==> src/rtl/mma_pkg.sv <==
package mma_pkg;

   // Array sizing.
   localparam int MAX_ROWS  = 16;
   localparam int MAX_INNER = 64;

   // Field widths.
   localparam int ROW_W      = 4;
   localparam int INNER_W    = 6;
   localparam int COL_W      = 12;
   localparam int ELEM_W     = 16;
   localparam int PROD_W     = 2 * ELEM_W;
   localparam int ACC_W      = 48;
   localparam int ROWS_CFG_W = 5;
   localparam int INNER_CFG_W = 7;

   // Configuration port.
   localparam int CSR_IDX_W  = 1;
   localparam int CSR_DATA_W = 7;

   localparam logic [CSR_IDX_W-1:0] CSR_ROWS_IN_USE  = 1'b0;
   localparam logic [CSR_IDX_W-1:0] CSR_INNER_IN_USE = 1'b1;

   localparam logic [ROWS_CFG_W-1:0]  ROWS_RESET  = ROWS_CFG_W'(MAX_ROWS);
   localparam logic [INNER_CFG_W-1:0] INNER_RESET = INNER_CFG_W'(MAX_INNER);

   // Request kinds.
   localparam logic REQ_WRITE_A  = 1'b0;
   localparam logic REQ_STREAM_B = 1'b1;

   // Control broadcast from the sequencer to every cell.
   typedef struct packed {
      logic                   wr_en;
      logic [ROW_W-1:0]       wr_row;
      logic                   rd_en;
      logic [INNER_W-1:0]     addr;
      logic [ELEM_W-1:0]      wdata;
      logic                   mul_en;
      logic [ELEM_W-1:0]      b_value;
      logic                   acc_en;
      logic [ROWS_CFG_W-1:0]  acc_rows;
      logic                   acc_last;
      logic                   shift_en;
   } mma_ctl_type;

endpackage

==> src/rtl/mma_cell.sv <==
// One row of A, its multiplier and accumulator, and one stage of the result shift chain.
module mma_cell (
   input  logic                           clock,
   input  logic                           reset,
   input  logic [mma_pkg::ROW_W-1:0]      cell_row,
   input  mma_pkg::mma_ctl_type           ctl,
   input  logic [mma_pkg::ACC_W-1:0]      shift_in,
   output logic [mma_pkg::ACC_W-1:0]      shift_out
);

   logic [mma_pkg::ELEM_W-1:0]        a_mem [mma_pkg::MAX_INNER];
   logic signed [mma_pkg::ELEM_W-1:0] a_rd_ff;
   logic signed [mma_pkg::PROD_W-1:0] prod_ff;
   logic [mma_pkg::ACC_W-1:0]         acc_ff;
   logic [mma_pkg::ACC_W-1:0]         acc_in;
   logic [mma_pkg::ACC_W-1:0]         acc_sum;
   logic [mma_pkg::ACC_W-1:0]         out_ff;
   logic [mma_pkg::ACC_W-1:0]         out_in;
   logic                              row_used;

   always_ff @(posedge clock) begin
      if (ctl.wr_en && (ctl.wr_row == cell_row)) begin
         a_mem[ctl.addr] <= ctl.wdata;
      end
      if (ctl.rd_en) begin
         a_rd_ff <= a_mem[ctl.addr];
      end
   end

   always_ff @(posedge clock) begin
      if (ctl.mul_en) begin
         prod_ff <= a_rd_ff * $signed(ctl.b_value);
      end
   end

   always_comb begin
      row_used = {1'b0, cell_row} < ctl.acc_rows;
      acc_sum  = acc_ff + {{(mma_pkg::ACC_W - mma_pkg::PROD_W){prod_ff[mma_pkg::PROD_W-1]}},
                           prod_ff};
      acc_in   = acc_ff;
      out_in   = out_ff;
      if (ctl.acc_en) begin
         if (row_used) begin
            acc_in = acc_sum;
         end
         if (ctl.acc_last) begin
            // The finished sum moves into the shift chain; the next column starts from zero.
            out_in = acc_in;
            acc_in = '0;
         end
      end else if (ctl.shift_en) begin
         out_in = shift_in;
      end
   end

   always_ff @(posedge clock) begin
      if (reset) begin
         acc_ff <= '0;
      end else begin
         acc_ff <= acc_in;
      end
   end

   always_ff @(posedge clock) begin
      out_ff <= out_in;
   end

   assign shift_out = out_ff;

endmodule

==> config.mk <==
export PLATFORM = sky130hd
export DESIGN_NAME = mma_cell
export DESIGN_NICKNAME = d
export VERILOG_FILES = /design/src/rtl/mma_pkg.sv /design/src/rtl/mma_cell.sv
export SDC_FILE = /design/constraint.sdc
export NUM_CORES = 2
export LEC_CHECK = 0
export BUFFER_PORTS_ARGS = -buffer_cell sky130_fd_sc_hd__buf_2
export CAP_MARGIN = 10
export CORE_MARGIN = 2
export CORE_UTILIZATION = 35
export DETAILED_ROUTE_END_ITERATION = 10
export GPL_TIMING_DRIVEN = 0
export PLACE_DENSITY_LB_ADDON = 0.05
export SYNTH_ARGS = -nofsm -noshare
export SYNTH_HDL_FRONTEND = slang
export SYNTH_SLANG_ARGS = --single-unit
export TNS_END_PERCENT = 30
==> constraint.sdc <==
create_clock -name clock -period 7.2 [get_ports clock]
set_input_delay 1.08 -clock clock [delete_from_list [all_inputs] [get_ports clock]]
set_output_delay 1.08 -clock clock [all_outputs]
set_load 0.01 [all_outputs]
==> out/results.ini <==
[run_status]
outcome = complete, no violations

[floorplanning]
die_w_microns = 400
dieArea_sq_um = 160000
num_rows = 145
io_pins = 155
core_sq_um = 156000
die_h_microns = 400
start_util_pct = 35.2

[critical_path]
cp_slowest_cell = fa_1
crit_fanout = 10
timing.rr.end = prod_ff[30]$_DFFE_PP_
reg2reg_slack_ns = 0.13
required_ns = 7.73
worstPathCellList = buf_2, clkbuf_1, nand2_1, fa_1, inv_1, fa_1, fa_1, fa_1, fa_1, inv_1, fa_1, inv_1, ha_1, and4_4, nand3_1, a211o_1, and4_2, o31ai_4, nor4_1, nor3_1, xor2_2
slowest_delay_ns = 0.61
worstSetupEndpointType = flip-flop
start_kind = input port
r2r_start = a_rd_ff[12]$_DFFE_PP_
startpoint = ctl[20]
ff2ff_path_depth = 20
worst-setup-path-type = input port to flip-flop
cp-endpoint = prod_ff[30]$_DFFE_PP_
crit_path_frequent_cell = fa_1
critPathArrivalTime_ns = 7.69

[clock_tree]
root_buffer = clkbuf_16
cts_inserted_buffers = 134
cts_max_path_buffers = 3
ctsHoldBuffers = 0
path_clk_slew_ns = 0.06
htreeDepth = 4
clock_latency_ns = 0.79
cts_tree = yes
clkSinkCount = 1168

[power]
max-vdd-ir-drop_mv = 0.607
leakagePower_nw = 23.2
power_density_nw_per_um2 = 464

[placed_design]
postPlaceCellArea_sq_um = 60700
dp.final_hpwl_microns = 161000
routabilityCongestion = 0.897
io_buffers = 151

[sta]
fin_hold_ws_ns = 0.496
setup-violations-final = 0
rsz0062_at_grt = yes
slew_viol_final = 0
finalCriticalPeriod_ns = 7.16
relSlewSlack_pct = 4.91
clock_skew_ns = 0.0648
fmax_mhz = 140
worstMarginPinSlew_ns = 1.43
timing_hold_violations_final = 0
fin_crit_sh_pct = 99.5

[synth]
synth_fa_ha_area_share_pct = 12.6
synth-simple-area-share_pct = 6.46
synthCells = 3925
ys_ff_latch = 1168
synthArstFlopShare_pct = 0
netlist.area_leader.share_pct = 61.2
synth.most_common_cell = edfxtp_1
syn_area_sq_um = 55000
syn_avg_cell_area_sq_um = 14.0
synth_top_family_by_area = compound AO/OA/AOI/OAI gates
yosys-top-cells-area = edfxtp_1, fa_1, a22oi_1
yosys-top-cells-count = edfxtp_1, inv_1, a22oi_1
yosys_warnings = 0
synthFlopType = edfxtp_1
synth-edff-count = 1120
synthMuxAreaShare_pct = 0.209
synth_compound_area_share_pct = 12.9
syn_nets = 4427
ys_seq_area_share_pct = 62.9
synth_xor_area_share_pct = 1.19
yosysTopAreaCell = edfxtp_1
ys_types = 63

[detailed_routing]
drc = 0
detail-route-antenna-nets = 0
wl_per_cell_microns = 34.8
first_pass_iters = 6
drtIter0Drc = 4196
via_count = 37100
finalWirelength_microns = 226000
via_per_inst = 5.71

[final_layout]
area_growth_pct = 18.5
nNetsFinal = 4838
postLayoutCoreUtil_pct = 41.8
final_layout_size_suffix_gt1_share_pct = 14.0
post-route-cell-area_sq_um = 65200

[job]
maxCapViolations = 0

[global_route]
grt_max_degree = 65
antenna_found_initial = 24
grt_pass1_vias = 36500
grt_pass1_wl_microns = 308000
grtUsageTotal_pct = 27.9
gr-total-overflow = 0

[worst_hold_path]
hp-class = flip-flop to flip-flop

[power breakdown]
group          internal, mW  total, mW  leakage (nW)  switching (mW)
registers              8.24       8.43          10.5           0.183
logic                  5.34       15.1          10.6            9.76
clock network          3.79       6.72          2.06            2.92
total                  17.4       30.2          23.2            12.9
[registers in the layout (all words and copies together) (netlist names)]
| name | cells |
|---|---|
| prod_ff | 32 |
| shift_out | 48 |
| acc_ff | 48 |
| a_mem | 1024 |
| a_rd_ff | 16 |
[how the worst min path moves through the flow]
stage / startpoint / end / slack [ns] / depth (start not counted)
floorplan: acc_ff[33]$_SDFFE_PP0P_ / acc_ff[33]$_SDFFE_PP0P_ / 0.44 / 2
global placement: acc_ff[33]$_SDFFE_PP0P_ / acc_ff[33]$_SDFFE_PP0P_ / 0.49 / 2
finish: acc_ff[33]$_SDFFE_PP0P_ / acc_ff[33]$_SDFFE_PP0P_ / 0.50 / 2
global route: acc_ff[15]$_SDFFE_PP0P_ / acc_ff[15]$_SDFFE_PP0P_ / 0.53 / 2
detailed placement: acc_ff[33]$_SDFFE_PP0P_ / acc_ff[33]$_SDFFE_PP0P_ / 0.49 / 2
CTS: acc_ff[33]$_SDFFE_PP0P_ / acc_ff[33]$_SDFFE_PP0P_ / 0.49 / 2
[logic make-up (layout without fill, tap and decap cells)]
| group | after synthesis | in the layout |
|---|---|---|
| simple gates | 749 | 749 |
| xor+xnor | 75 | 75 |
| mux | 11 | 11 |
| compound gates | 986 | 986 |
| flops | 1168 | 1168 |
| other cells | 0 | 6 |
| buf+inv | 541 | 1046 |
| fa+ha+maj | 395 | 395 |
[cells in the final DEF, fill, tap and decap left out, types with 11 or more instances in the layout]
cell type	n
a21o_1	32
a21oi_1	142
a221oi_1	103
a22o_1	115
a22oi_1	322
a31oi_1	130
and2_1	130
and3_1	14
buf_1	19
buf_12	11
buf_16	30
buf_2	162
buf_4	18
buf_8	69
clkbuf_1	141
clkbuf_16	136
clkbuf_2	49
clkinv_1	26
clkinv_2	15
dfxtp_1	48
edfxtp_1	1120
fa_1	261
ha_1	132
inv_1	329
nand2_1	245
nand3_1	30
nand4_1	48
nor2_1	141
nor2_2	64
nor3_1	15
nor4_1	17
o21ai_0	47
o21bai_1	19
xnor2_1	55
xor2_1	16
[area by class of cell]
cell class,count,area [sq um]
sequential,1168,34600
tap,2058,2570
multi-input combinational,2216,18600
antenna,6,15.0
buffer,211,913
clock inverter,67,714
fill,14600,90900
inverter,329,1230
timing repair buffer,276,2980
clock buffer,163,3540
[what timing repair did]
action                                  CTS  global route
setup buffers                             6             3
endpoints found under the setup margin   10             5
pin swaps                                 4             2
gates resized for setup                  45            16
[layer usage]
layer	GRT usage [%]	vias up	share of wire, %
li1	-	15600	-
met1	37.1	19500	41
met2	45.4	1631	47
met3	4.91	357	7.4
met4	11.5	10	4.6
met5	0	-	0.032
[metrics by stage]
step	std cells	worst slack (ns)	TNS, ns	total power, mW
after floorplan	3925	0.231	0	17.2
after global placement	6134	-2.05	-264.24	22.6
after detailed placement	6249	-2.00	-14.14	22.7
after CTS	6484	-0.0467	-0.0467	30.3
after global routing	6488	-0.0874	-0.0874	31.9
final	6494	0.0376	0	30.2
[worst max-delay path, delay by kind of cell]
| family | cells | cell delay (ns) |
|---|---|---|
| xor gates and xnor gates | 1 | 0.38 |
| AOI/OAI and AO/OA | 2 | 0.62 |
| adders and majority gates | 7 | 3.50 |
| and+or+nand+nor | 6 | 1.18 |
| buffers and inverters | 5 | 0.89 |
No activity file was read; power rests on OpenSTA's default activity.
